===== config.mk =====
export PLATFORM = sky130hd
export DESIGN_NAME = pulse_width_code_learner
export DESIGN_NICKNAME = d
export VERILOG_FILES = /design/src/rtl/pwcl_pkg.sv /design/src/rtl/pwcl_regs.sv /design/src/rtl/pwcl_core.sv /design/src/rtl/pwcl_skid.sv /design/src/rtl/pulse_width_code_learner.sv
export SDC_FILE = /design/constraint.sdc
export NUM_CORES = 1
export LEC_CHECK = 0
export BUFFER_PORTS_ARGS = -buffer_cell sky130_fd_sc_hd__buf_2
export CAP_MARGIN = 40
export CELL_PAD_IN_SITES_DETAIL_PLACEMENT = 1
export CELL_PAD_IN_SITES_GLOBAL_PLACEMENT = 1
export CORE_MARGIN = 2
export CORE_UTILIZATION = 34
export CTS_CLUSTER_DIAMETER = 50
export DETAILED_ROUTE_END_ITERATION = 8
export PLACE_DENSITY_LB_ADDON = 0.15
export SYNTH_ARGS = -nofsm -noshare
export SYNTH_HDL_FRONTEND = slang
export SYNTH_HIERARCHICAL = 1
export SYNTH_SLANG_ARGS = --single-unit

===== constraint.sdc =====
create_clock -name clk -period 4.6 [get_ports clk]
set_input_delay 0.23 -clock clk [delete_from_list [all_inputs] [get_ports clk]]
set_output_delay 0.23 -clock clk [all_outputs]
set_load 0.01 [all_outputs]

===== src/rtl/pwcl_pkg.sv =====
`timescale 1ns / 1ps

package pwcl_pkg;

	localparam int GAP_W  = 16;
	localparam int MIN_W  = 9;
	localparam int LONG_W = 16;
	localparam int TICK_W = 16;
	localparam int IDX_W  = 8;

	localparam int APB_AW = 4;
	localparam int APB_DW = 32;

	localparam logic [1:0] REG_GAP_TICKS  = 2'd0;
	localparam logic [1:0] REG_MIN_BITS   = 2'd1;
	localparam logic [1:0] REG_LONG_TICKS = 2'd2;

	localparam logic [GAP_W-1:0]  GAP_RESET  = 16'd100;
	localparam logic [MIN_W-1:0]  MIN_RESET  = 9'd24;
	localparam logic [LONG_W-1:0] LONG_RESET = 16'd8;

	localparam logic [TICK_W-1:0] TICK_MAX = '1;

	// Reported phase codes.
	localparam logic [1:0] PHASE_WAIT  = 2'd0;
	localparam logic [1:0] PHASE_READY = 2'd1;
	localparam logic [1:0] PHASE_LOG   = 2'd2;
	localparam logic [1:0] PHASE_DONE  = 2'd3;

	typedef enum logic [3:0] {
		ST_WAIT  = 4'b0001,
		ST_READY = 4'b0010,
		ST_LOG   = 4'b0100,
		ST_DONE  = 4'b1000
	} learn_state_t;

	typedef struct packed {
		logic [GAP_W-1:0]  gap_ticks;
		logic [MIN_W-1:0]  min_bits;
		logic [LONG_W-1:0] long_pulse_ticks;
	} cfg_t;

	// Packed from the top bit down; the lowest field sits at the bottom.
	typedef struct packed {
		logic [1:0]       phase;
		logic             overflow;
		logic             frame_done;
		logic             frame_discarded;
		logic [IDX_W-1:0] bit_index;
		logic             bit_value;
		logic             bit_valid;
	} result_t;

	localparam int RES_W = $bits(result_t);

	function automatic logic [1:0] phase_code(learn_state_t st);
		logic [1:0] code;
		unique case (st)
			ST_WAIT:  code = PHASE_WAIT;
			ST_READY: code = PHASE_READY;
			ST_LOG:   code = PHASE_LOG;
			ST_DONE:  code = PHASE_DONE;
			default:  code = PHASE_WAIT;
		endcase
		return code;
	endfunction

	function automatic logic [TICK_W-1:0] inc_sat(logic [TICK_W-1:0] v);
		return (v == TICK_MAX) ? v : v + 1'b1;
	endfunction

endpackage


===== src/rtl/pwcl_regs.sv =====
`timescale 1ns / 1ps

module pwcl_regs (
	input  logic                           clk,
	input  logic                           arst_n,
	input  logic                           psel,
	input  logic                           penable,
	input  logic                           pwrite,
	input  logic [pwcl_pkg::APB_AW-1:0]    paddr,
	input  logic [pwcl_pkg::APB_DW-1:0]    pwdata,
	output logic [pwcl_pkg::APB_DW-1:0]    prdata,
	output logic                           pready,
	output pwcl_pkg::cfg_t                 cfg
);
	import pwcl_pkg::*;

	cfg_t       cfg_q;
	logic       wr_en;
	logic [1:0] reg_idx;

	assign pready  = 1'b1;
	assign reg_idx = paddr[APB_AW-1:2];
	assign wr_en   = psel && penable && pwrite && pready;

	always_ff @(posedge clk or negedge arst_n) begin
		if (!arst_n) begin
			cfg_q.gap_ticks        <= GAP_RESET;
			cfg_q.min_bits         <= MIN_RESET;
			cfg_q.long_pulse_ticks <= LONG_RESET;
		end else if (wr_en) begin
			unique case (reg_idx)
				REG_GAP_TICKS:  cfg_q.gap_ticks        <= pwdata[GAP_W-1:0];
				REG_MIN_BITS:   cfg_q.min_bits         <= pwdata[MIN_W-1:0];
				REG_LONG_TICKS: cfg_q.long_pulse_ticks <= pwdata[LONG_W-1:0];
				default: ;
			endcase
		end
	end

	always_comb begin
		unique case (reg_idx)
			REG_GAP_TICKS:  prdata = APB_DW'(cfg_q.gap_ticks);
			REG_MIN_BITS:   prdata = APB_DW'(cfg_q.min_bits);
			REG_LONG_TICKS: prdata = APB_DW'(cfg_q.long_pulse_ticks);
			default:        prdata = '0;
		endcase
	end

	assign cfg = cfg_q;

endmodule


===== src/rtl/pwcl_core.sv =====
`timescale 1ns / 1ps

module pwcl_core #(
	parameter int MAX_BITS = 256
) (
	input  logic              clk,
	input  logic              arst_n,
	input  pwcl_pkg::cfg_t    cfg,
	input  logic              step,
	input  logic              pin_level,
	input  logic              restart,
	output pwcl_pkg::result_t res
);
	import pwcl_pkg::*;

	localparam int CNT_W = $clog2(MAX_BITS + 1);
	localparam int CMP_W = (CNT_W > MIN_W) ? CNT_W : MIN_W;

	learn_state_t      state_q, state_d;
	logic [TICK_W-1:0] low_q, low_d, high_q, high_d;
	logic [CNT_W-1:0]  count_q, count_d;

	logic [TICK_W-1:0] low_inc, high_inc;
	logic [CNT_W-1:0]  count_mid;
	logic              gap_hit;

	assign low_inc    = inc_sat(low_q);
	assign high_inc   = inc_sat(high_q);
	assign gap_hit    = low_inc > cfg.gap_ticks;

	always_comb begin
		state_d   = state_q;
		low_d     = low_q;
		high_d    = high_q;
		count_d   = count_q;
		count_mid = count_q;
		res       = '0;

		if (restart) begin
			state_d = ST_WAIT;
			low_d   = '0;
			high_d  = '0;
			count_d = '0;
		end else begin
			unique case (state_q)
				ST_WAIT: begin
					if (pin_level) begin
						low_d = '0;
					end else begin
						low_d = low_inc;
						if (gap_hit) state_d = ST_READY;
					end
				end
				ST_READY: begin
					if (pin_level) begin
						state_d = ST_LOG;
						low_d   = '0;
						high_d  = high_inc;
					end
				end
				ST_LOG: begin
					if (pin_level) begin
						high_d = high_inc;
					end else begin
						low_d = low_inc;
						// Frame end is judged on the count before any bit of this tick.
						if (gap_hit) begin
							if (CMP_W'(count_q) < CMP_W'(cfg.min_bits)) begin
								count_mid           = '0;
								low_d               = '0;
								state_d             = ST_READY;
								res.frame_discarded = 1'b1;
							end else begin
								state_d = ST_DONE;
							end
						end
						count_d = count_mid;
						if (high_q != '0) begin
							if (count_mid < CNT_W'(MAX_BITS)) begin
								res.bit_valid = 1'b1;
								res.bit_value = high_q > cfg.long_pulse_ticks;
								res.bit_index = IDX_W'(CMP_W'(count_mid));
								count_d       = count_mid + 1'b1;
							end else begin
								res.overflow = 1'b1;
							end
							high_d = '0;
							low_d  = '0;
						end
					end
				end
				ST_DONE: ;
				default: ;
			endcase
		end

		res.frame_done = (state_d == ST_DONE);
		res.phase      = phase_code(state_d);
	end

	always_ff @(posedge clk or negedge arst_n) begin
		if (!arst_n) begin
			state_q <= ST_WAIT;
			low_q   <= '0;
			high_q  <= '0;
			count_q <= '0;
		end else if (step) begin
			state_q <= state_d;
			low_q   <= low_d;
			high_q  <= high_d;
			count_q <= count_d;
		end
	end

endmodule


===== src/rtl/pwcl_skid.sv =====
`timescale 1ns / 1ps

module pwcl_skid (
	input  logic              clk,
	input  logic              arst_n,
	input  logic              push,
	input  pwcl_pkg::result_t push_word,
	output logic              space,
	output logic              out_valid,
	input  logic              out_ready,
	output pwcl_pkg::result_t out_word
);
	import pwcl_pkg::*;

	result_t main_q, skid_q;
	logic    main_valid_q, skid_valid_q;
	logic    pop;

	assign space     = !skid_valid_q;
	assign out_valid = main_valid_q;
	assign out_word  = main_q;
	assign pop       = main_valid_q && out_ready;

	// A push only arrives while the skid slot is empty.
	always_ff @(posedge clk or negedge arst_n) begin
		if (!arst_n) begin
			main_valid_q <= 1'b0;
			skid_valid_q <= 1'b0;
		end else begin
			priority if (push && (pop || !main_valid_q)) begin
				main_valid_q <= 1'b1;
			end else if (push) begin
				skid_valid_q <= 1'b1;
			end else if (pop) begin
				main_valid_q <= skid_valid_q;
				skid_valid_q <= 1'b0;
			end
		end
	end

	always_ff @(posedge clk) begin
		priority if (push && (pop || !main_valid_q)) begin
			main_q <= push_word;
		end else if (push) begin
			skid_q <= push_word;
		end else if (pop) begin
			main_q <= skid_q;
		end
	end

endmodule


===== src/rtl/pulse_width_code_learner.sv =====
`timescale 1ns / 1ps
// Channel   Direction  Handshake                  Contents
// s_axis    in         s_axis_tvalid/tready       one pin sample word per tick
// m_axis    out        m_axis_tvalid/tready       one decode result word per sample
// apb       in         psel/penable, pready=1     three config registers at 0x0/0x4/0x8
//
// Each sample is decoded in the cycle it is accepted; its result is registered in the
// output buffer and shows on m_axis from there, so one word per cycle flows with no stalls.
// A two-entry output buffer lets input continue for one word after m_axis stalls;
// s_axis_tready falls only when both entries are full.
// arst_n clears the phase, tick counters and bit count; registers return to defaults.
module pulse_width_code_learner #(
	parameter int MAX_BITS = 256
) (
	input  logic                        clk,
	input  logic                        arst_n,
	input  logic                        s_axis_tvalid,
	output logic                        s_axis_tready,
	// [0] pin_level, [1] restart, [7:2] zero
	input  logic [7:0]                  s_axis_tdata,
	output logic                        m_axis_tvalid,
	input  logic                        m_axis_tready,
	// [0] bit_valid, [1] bit_value, [9:2] bit_index, [10] frame_discarded,
	// [11] frame_done, [12] overflow, [14:13] phase, [15] zero
	output logic [15:0]                 m_axis_tdata,
	input  logic                        psel,
	input  logic                        penable,
	input  logic                        pwrite,
	input  logic [pwcl_pkg::APB_AW-1:0] paddr,
	input  logic [pwcl_pkg::APB_DW-1:0] pwdata,
	output logic [pwcl_pkg::APB_DW-1:0] prdata,
	output logic                        pready
);
	import pwcl_pkg::*;

	cfg_t    cfg;
	result_t res, out_word;
	logic    step, space;

	assign s_axis_tready = space;
	assign step          = s_axis_tvalid && space;

	pwcl_regs u_regs (
		.clk     (clk),
		.arst_n  (arst_n),
		.psel    (psel),
		.penable (penable),
		.pwrite  (pwrite),
		.paddr   (paddr),
		.pwdata  (pwdata),
		.prdata  (prdata),
		.pready  (pready),
		.cfg     (cfg)
	);

	pwcl_core #(
		.MAX_BITS (MAX_BITS)
	) u_core (
		.clk       (clk),
		.arst_n    (arst_n),
		.cfg       (cfg),
		.step      (step),
		.pin_level (s_axis_tdata[0]),
		.restart   (s_axis_tdata[1]),
		.res       (res)
	);

	pwcl_skid u_skid (
		.clk       (clk),
		.arst_n    (arst_n),
		.push      (step),
		.push_word (res),
		.space     (space),
		.out_valid (m_axis_tvalid),
		.out_ready (m_axis_tready),
		.out_word  (out_word)
	);

	assign m_axis_tdata = {{(16 - RES_W){1'b0}}, out_word};

endmodule


# After elaboration in Yosys (flattened, before gate mapping)
# Cells that the tools add are included.
# word_totals
ff_bits,118
in_bits,51
output_inout_bits,51
wordCells,125
# classes
n_addsub,3
n_lt_le_gt_ge,4
n_eq_ne,15
mux,55
bitwise_logic,1
reduce_logical,24
# ops
operator,n
$mux W16,13
$pmux W16 S3,2
$mux W9,10
$mux W15,3
$mux W11,3
$add A16 B1 Y16 const B,2
$eq A16 B16 Y1 const B,2
$gt A16 B16 Y1,2
$pmux W16 S2,1
$mux W4,7
$mux W10,2
$reduce_bool A16 Y1,1
$mux W1,12
$pmux W4 S3,1
$reduce_and A2 Y1,6
$add A9 B1 Y9 const B,1
$lt A9 B9 Y1,1
$lt A9 B9 Y1 const B,1
$eq A4 B2 Y1 const B,2
$eq A4 B3 Y1 const B,2
$reduce_and A4 Y1,2
$ne A3 B3 Y1 const B,2
$pmux W2 S3,1
$reduce_bool A2 Y1,3
15 further kinds,20

# Depth between registers and ports, before layout
# Gate-level depths: netlist of run 1.
# logic_depth
ltp_word,14
mapped_depth,23
ltp_nobuf,21

# Hierarchy
# Netlist of run 1, hierarchy kept.
# by_module_without_submodules
module,instances,cells_each,area_per_inst_um2,seq_area_each_um2
pwcl_core,1,501,4065.1,1127.3
pwcl_regs,1,155,2047.0,1033.5
pwcl_skid,1,61,1244.9,950.9
pulse_width_code_learner,1,3,17.5,0.0

# Worst setup path before layout of run 1
# OpenSTA, ideal clock, no wires.
# synth_timing
path_kind,reg2reg
startpoint,reg u_core.low_q[0]
endpoint,"reg u_skid.main_q, in the netlist u_skid/out_word[2] (data pin)"
setup_time_ns,0.260
arrival_ns,4.197
t_required_ns,4.340
setup_slack_ns,0.143
path_stages_with_launch,19
path_buffers,2
synth_period_minus_slack_ns,4.457
cell_sequence,dfrtp_1 ha_1 nand2_2 or3_4 or3_1 buf_6 and3_4 buf_6 and3_4 xor2_2 ha_1 nand4_1 a2111o_1 a31oi_2 nand2_1 and2_1 ha_1 and2_1 mux2_2
# synth_lines
item,line_no,text
start: declaration,pwcl_core.sv:20,"logic [TICK_W-1:0] low_q, low_d, high_q, high_d;"
start signal: assignment,pwcl_core.sv:109,low_q <= low_d;
end signal: assignment,pwcl_skid.sv:43,main_q <= push_word;
end signal: assignment,pwcl_skid.sv:47,main_q <= skid_q;
end: declaration,pwcl_skid.sv:15,"result_t main_q, skid_q;"

==> results of run 1 <==
## worst register-to-register path, cell delays in order (launching register included)
cell      delay [ps]
dfrtp_1          400
ha_2             220
nand2_2           70
or3_4            390
or3_4            360
nand2b_1         160
nor3_1            80
xor2_1           170
ha_1             340
nand4_1          200
a2111o_1         480
a31oi_4          260
buf_4            230
a21oi_1          150
or2_2            290
a21boi_0         270
mux2_2           210
## state kept, by name (all words and copies together), names as in the netlist
signal               count
u_core/low_q            16
u_skid/skid_valid_q      1
u_core/count_q           9
u_regs/cfg              41
u_core/high_q           16
u_skid/out_word         15
u_skid/skid_q           15
u_core/state_q           4
u_skid/out_valid         1
## per-layer routing
| metal | vias to the layer above | wire, um | share of wire |
|---|---|---|---|
| met5 | - | 0 | 0 |
| met4 | 0 | 268 | 0.013 |
| met3 | 20 | 673 | 0.033 |
| met2 | 108 | 10100 | 0.50 |
| met1 | 2873 | 9200 | 0.46 |
| li1 | 2730 | - | - |
## cell type report
| cell class | count | area share |
|---|---|---|
| multi-input cells | 515 | 0.450 |
| flip-flops and latches | 118 | 0.363 |
| clock buffers | 24 | 0.0575 |
| well taps | 275 | 0.0401 |
| inverters | 54 | 0.0236 |
| clock inverters | 8 | 0.00555 |
| repair buffers | 85 | 0.0601 |
## report_power, final
part	internal (mW)	leakage, nW	total [mW]	switching [mW]
registers	1.26	1.43	1.38	0.120
logic	0.367	2.19	0.858	0.492
clock network	0.744	0.261	1.24	0.491
## worst paths after layout
check / endpoint / slack, ps
hold / removal: u_regs/cfg[38] / 60
hold reg to reg: u_core/low_q[7] / 530
setup / recovery: u_skid/out_word[14] / 200
max in group asynchronous: u_regs/cfg[31] / 3210
setup reg to reg: u_skid/out_word[14] / 200
min in group asynchronous: u_regs/cfg[10] / 450
## cells in the final DEF (no fill, tap or decap), drive strengths merged, types with 4 or more instances in the layout
master   n
a21o     6
a21oi   39
a22o     9
a31oi   18
a41oi    4
and2    17
and3    11
and4     5
buf     84
clkbuf  24
clkinv   5
conb    18
dfrtp   81
dfstp    7
edfxtp  30
ha      45
inv     54
mux2    57
mux2i   16
nand2   43
nand2b   6
nand3   28
nand4   14
nor2    36
nor2b    8
nor3    17
nor3b    4
nor4     4
o211ai   4
o21a     8
o21ai   42
o31ai    8
xnor2    8
xor2     5
## what timing repair did
item / in CTS / in global routing
resized for setup: 0 / 10
hold endpoints to repair: 55 / 0
endpoints found under the setup margin: 0 / 19
hold buffers: 1 / 0
setup buffers: 0 / 2
## kinds of logic after synthesis
family	Yosys count	share of synthesized area
simple gates	204	0.151
compound gates	162	0.144
flops	118	0.422
buf+inv	102	0.0704
mux	73	0.118
fa+ha+maj	45	0.0763
xor+xnor	13	0.0165
other cells	3	0.00153
==> impl_metrics.env, run 1 <==
export IMPL_cts_sinks=118
export IMPL_wl_per_cell_um=18.7
export IMPL_yosysWarnings=6
export IMPL_dp_hpwl_um=14800
export IMPL_fin_tns_setup_ps=0
export IMPL_num_antenna_cells=0
export IMPL_path_cells="ha_2 -> nand2_2 -> or3_4 -> or3_4 -> nand2b_1 -> nor3_1 -> xor2_1 -> ha_1 -> nand4_1 -> a2111o_1 -> a31oi_4 -> buf_4 -> a21oi_1 -> or2_2 -> a21boi_0 -> mux2_2"
export IMPL_crit_family="simple AND/OR/NAND/NOR gates"
export IMPL_fill_cells=2367
export IMPL_nets=887
export IMPL_synth_top_area_frac=0.275
export IMPL_path_buf_inv=1
export IMPL_hold_class="in -> reg"
export IMPL_num_rows=53
export IMPL_groute_layer_met1_usage=0.243
export IMPL_synth_cell_types=73
export IMPL_ir_drop_mv=0.239
export IMPL_cts_buffer_depth=2
export IMPL_area_growth_pct=16.3
export IMPL_routabilityCongestion=0.784
export IMPL_detail_route_antenna_nets=0
export IMPL_seqCellArea_sq_um=3110
export IMPL_core_sq_um=21200
export IMPL_period_minus_slack_ps=4400
export IMPL_status="complete, no violations"
export IMPL_grt_pass1_wl_um=33300
export IMPL_min_from="pwdata[13]"
export IMPL_synth_most_common_cell="dfrtp_1"
export IMPL_cp_start_kind="flop"
export IMPL_critical_path_slowest_cell="a2111o_1"
export IMPL_grt_pass1_vias=6159
export IMPL_placedInstanceArea_sq_um=7960
export IMPL_r2r_start="u_core/low_q[1]"
export IMPL_gr_usage_met3=0.0395
export IMPL_die_h_um=151
export IMPL_power_density_nw_per_um2=405
export IMPL_cts_tree="built"
export IMPL_p_leak_nw=3.88
export IMPL_track_usage=0.189
export IMPL_clkTransAtPathRegs_ps=60
export IMPL_crit_path_max_fanout=9
export IMPL_dpl_cell_count=1044
export IMPL_grt_busiest_layer="met2"
export IMPL_synth_main_ff_cell="dfrtp_1"
export IMPL_path_depth=16
export IMPL_drt_total_wl_um=20200
export IMPL_ioPinCount=102
export IMPL_slew_limit_headroom=0.396
export IMPL_grt_max_degree=61
export IMPL_grtUsageMet2=0.320
export IMPL_first_iter_violations=268
export IMPL_cts_made_buffers=17
export IMPL_vias=5731
export IMPL_whs_ps=59.8
export IMPL_seq_area_frac_synth=0.422
export IMPL_async_flop_share=0.746
export IMPL_drc=0
export IMPL_critical_path_max_stage_delay_ps=480
export IMPL_setup_viol=0
export IMPL_end_kind="flop"
export IMPL_fmax_mhz=227
export IMPL_worst_slack_ps=204
export IMPL_period_share=0.956
export IMPL_fin_skew_ps=11.3
export IMPL_worstPathRequired_ps=4890
export IMPL_fp_dieArea_sq_um=22900
export IMPL_hold_viol_final=0
export IMPL_slew_viol_final=0
export IMPL_antenna_found_initial=1
export IMPL_ys_top_cells_by_count="81 x dfrtp_1, 53 x inv_1, 45 x ha_1"
export IMPL_firstDrtPassIters=4
export IMPL_start_util=0.349
export IMPL_dpl_worst_slack_ps=67.3
export IMPL_critPathLaunch="u_core/low_q[1]"
export IMPL_whs_path_depth=2
export IMPL_fp_dieW_um=151
export IMPL_critPathKind="reg -> reg"
export IMPL_io_buffer_count=59
export IMPL_maxCapViolCount=0
export IMPL_synth_area_leaders="dfrtp_1 27%, edfxtp_1 12%, ha_1 7.6%"
export IMPL_clk_latency_ps=420
export IMPL_yosys_area_top_type="dfrtp_1"
export IMPL_worst_slew_pin_slew_ps=903
export IMPL_cp_arrival_ps=4690
export IMPL_synth_cells=720
export IMPL_final_core_util=0.405
export IMPL_crit_top_cell="or3_4"
export IMPL_viasPerCell=5.31
export IMPL_multi_input_area_sq_um=3860
export IMPL_synth_area_per_cell_sq_um=10.2
export IMPL_grt_remaining_overflow=0
export IMPL_drive_above_1_share=0.252
export IMPL_root_buffer="clkbuf_16"
export IMPL_p_total_mw=3.47
export IMPL_synth_edff_count=30
export IMPL_final_area_sq_um=8570
export IMPL_syn_area_sq_um=7370
export IMPL_worstRegToRegCells=16
export IMPL_stdcell_count=1079
export IMPL_ys_ff_latch=118
export IMPL_htree_levels=4
Power figures use the tool's default switching activity.
==> run 2, diff against run 1 <==
--- a/config.mk
+++ b/config.mk
@@ -9,7 +9,6 @@
 export CAP_MARGIN = 40
 export CELL_PAD_IN_SITES_DETAIL_PLACEMENT = 1
 export CELL_PAD_IN_SITES_GLOBAL_PLACEMENT = 1
-export CORE_MARGIN = 2
 export CORE_UTILIZATION = 34
 export CTS_CLUSTER_DIAMETER = 50
 export DETAILED_ROUTE_END_ITERATION = 8
@@ -18,3 +17,4 @@
 export SYNTH_HDL_FRONTEND = slang
 export SYNTH_HIERARCHICAL = 1
 export SYNTH_SLANG_ARGS = --single-unit
+export TNS_END_PERCENT = 50
==> constraint.sdc (replaced) <==
create_clock -name clk -period 4.6 [get_ports clk]
set_input_delay 0.23 -clock clk [delete_from_list [all_inputs] [get_ports clk]]
set_output_delay 0.23 -clock clk [all_outputs]
set_load 0.1 [all_outputs]
==> impl_metrics.env, run 2 (synthesized netlist as in run 1, its figures left out) <==
export IMPL_wl_per_cell_um=18.8
export IMPL_fp_dieArea_sq_um=22300
export IMPL_vias=5765
export IMPL_drt_total_wl_um=20200
export IMPL_cp_arrival_ps=4660
export IMPL_end_kind="flop"
export IMPL_fin_skew_ps=8.76
export IMPL_drive_above_1_share=0.248
export IMPL_p_total_mw=4.13
export IMPL_drc=0
export IMPL_slew_limit_headroom=0.420
export IMPL_cts_made_buffers=17
export IMPL_setup_viol=0
export IMPL_cts_tree="built"
export IMPL_num_rows=53
export IMPL_p_leak_nw=3.90
export IMPL_period_minus_slack_ps=4370
export IMPL_status="complete, no violations"
export IMPL_grt_max_degree=61
export IMPL_clkTransAtPathRegs_ps=50
export IMPL_routabilityCongestion=0.797
export IMPL_crit_path_max_fanout=6
export IMPL_fp_dieW_um=149
export IMPL_viasPerCell=5.35
export IMPL_grt_remaining_overflow=0
export IMPL_htree_levels=4
export IMPL_first_iter_violations=308
export IMPL_start_util=0.349
export IMPL_worst_slew_pin_slew_ps=870
export IMPL_critPathKind="reg -> reg"
export IMPL_ir_drop_mv=0.222
export IMPL_firstDrtPassIters=4
export IMPL_fmax_mhz=229
export IMPL_cts_sinks=118
export IMPL_grt_pass1_vias=6178
export IMPL_grt_pass1_wl_um=33300
export IMPL_dp_hpwl_um=15000
export IMPL_final_cell_mix="81 x dfrtp_1, 58 x buf_2, 53 x inv_1"
export IMPL_cp_start_kind="flop"
export IMPL_period_share=0.951
export IMPL_clk_latency_ps=420
export IMPL_core_sq_um=21200
export IMPL_io_buffer_count=59
export IMPL_slew_viol_final=0
export IMPL_worstPathRequired_ps=4890
export IMPL_hold_viol_final=0
export IMPL_largest_reg_flops=41
export IMPL_antenna_found_initial=1
export IMPL_root_buffer="clkbuf_16"
export IMPL_power_density_nw_per_um2=479
export IMPL_die_h_um=149
export IMPL_ioPinCount=102
export IMPL_layout_commonest_cell="dfrtp_1"
export IMPL_hold_class="in -> reg"
export IMPL_fin_tns_setup_ps=0
export IMPL_cts_buffer_depth=2
export IMPL_maxCapViolCount=0
export IMPL_area_growth_pct=16.8
export IMPL_detail_route_antenna_nets=0
export IMPL_track_usage=0.194
export IMPL_nets=884
## run 2: worst max-delay path, cell delays in order, from the launching register on
cell      delay [ps]
dfrtp_1          380
ha_2             210
nand2_2           90
or3_4            390
or3_1            360
and3_4           230
and3_4           190
xor2_2           150
ha_1             300
nand4_1          160
a2111o_1         460
a31oi_4          240
nand2_2          110
and2_1           180
ha_1             230
nand3_1          130
nor3_2            70
buf_4            150
a21oi_1          160
a21oi_1           60
## run 2: layer usage
metal	GRT usage	vias up	wire, um
met5	0	-	0
met4	0.0633	0	301
met3	0.0410	23	834
met2	0.334	121	10200
met1	0.241	2896	8930
li1	-	2725	-
## run 2: report_power, final
group	switching, mW	internal, mW	total [mW]
Combinational	1.01	0.369	1.38
Clock	0.480	0.894	1.37
Sequential	0.119	1.26	1.38
## run 2: final cells by class
type / count / area, sq um
fill: 2377 / 12500
multi-input combinational: 515 / 3850
sequential: 118 / 3110
timing repair buffer: 82 / 504
clock buffer: 23 / 479
tap: 275 / 344
inverter: 54 / 203
clock inverter: 9 / 123
antenna: 1 / 2.50
## run 2: worst paths after layout
path,start,endpoint,slack [ps],cells after the start
setup / recovery,u_core/low_q[1],u_core/count_q[4],230,19
hold / removal,pwdata[9],u_regs/cfg[9],60,2
setup reg to reg,u_core/low_q[1],u_core/count_q[4],230,19
hold reg to reg,u_core/low_q[7],u_core/low_q[7],530,1
max in group asynchronous,arst_n,u_regs/cfg[30],3170,3
min in group asynchronous,arst_n,u_regs/cfg[36],480,2
## run 2: timing repair
| action | CTS | global route |
|---|---|---|
| setup buffers | 0 | 3 |
| endpoints found under the setup margin | 0 | 18 |
| resized for setup | 0 | 10 |
| endpoints found under the hold margin | 55 | 0 |
| hold buffers | 1 | 0 |
## run 2: metrics by stage
step / hold slack [ps] / std cells / utilization / area (sq um) / setup slack [ps]
finish: 61.0 / 1077 / 0.407 / 8620 / 228
global route: 52.7 / 1076 / 0.407 / 8610 / -3.02
CTS: 43.1 / 1072 / 0.403 / 8530 / 73.6
detailed placement: 394 / 1039 / 0.375 / 7920 / 96.6
global placement: 382 / 1036 / 0.373 / 7890 / 131
floorplan: -65.6 / 735 / - / 7430 / 143
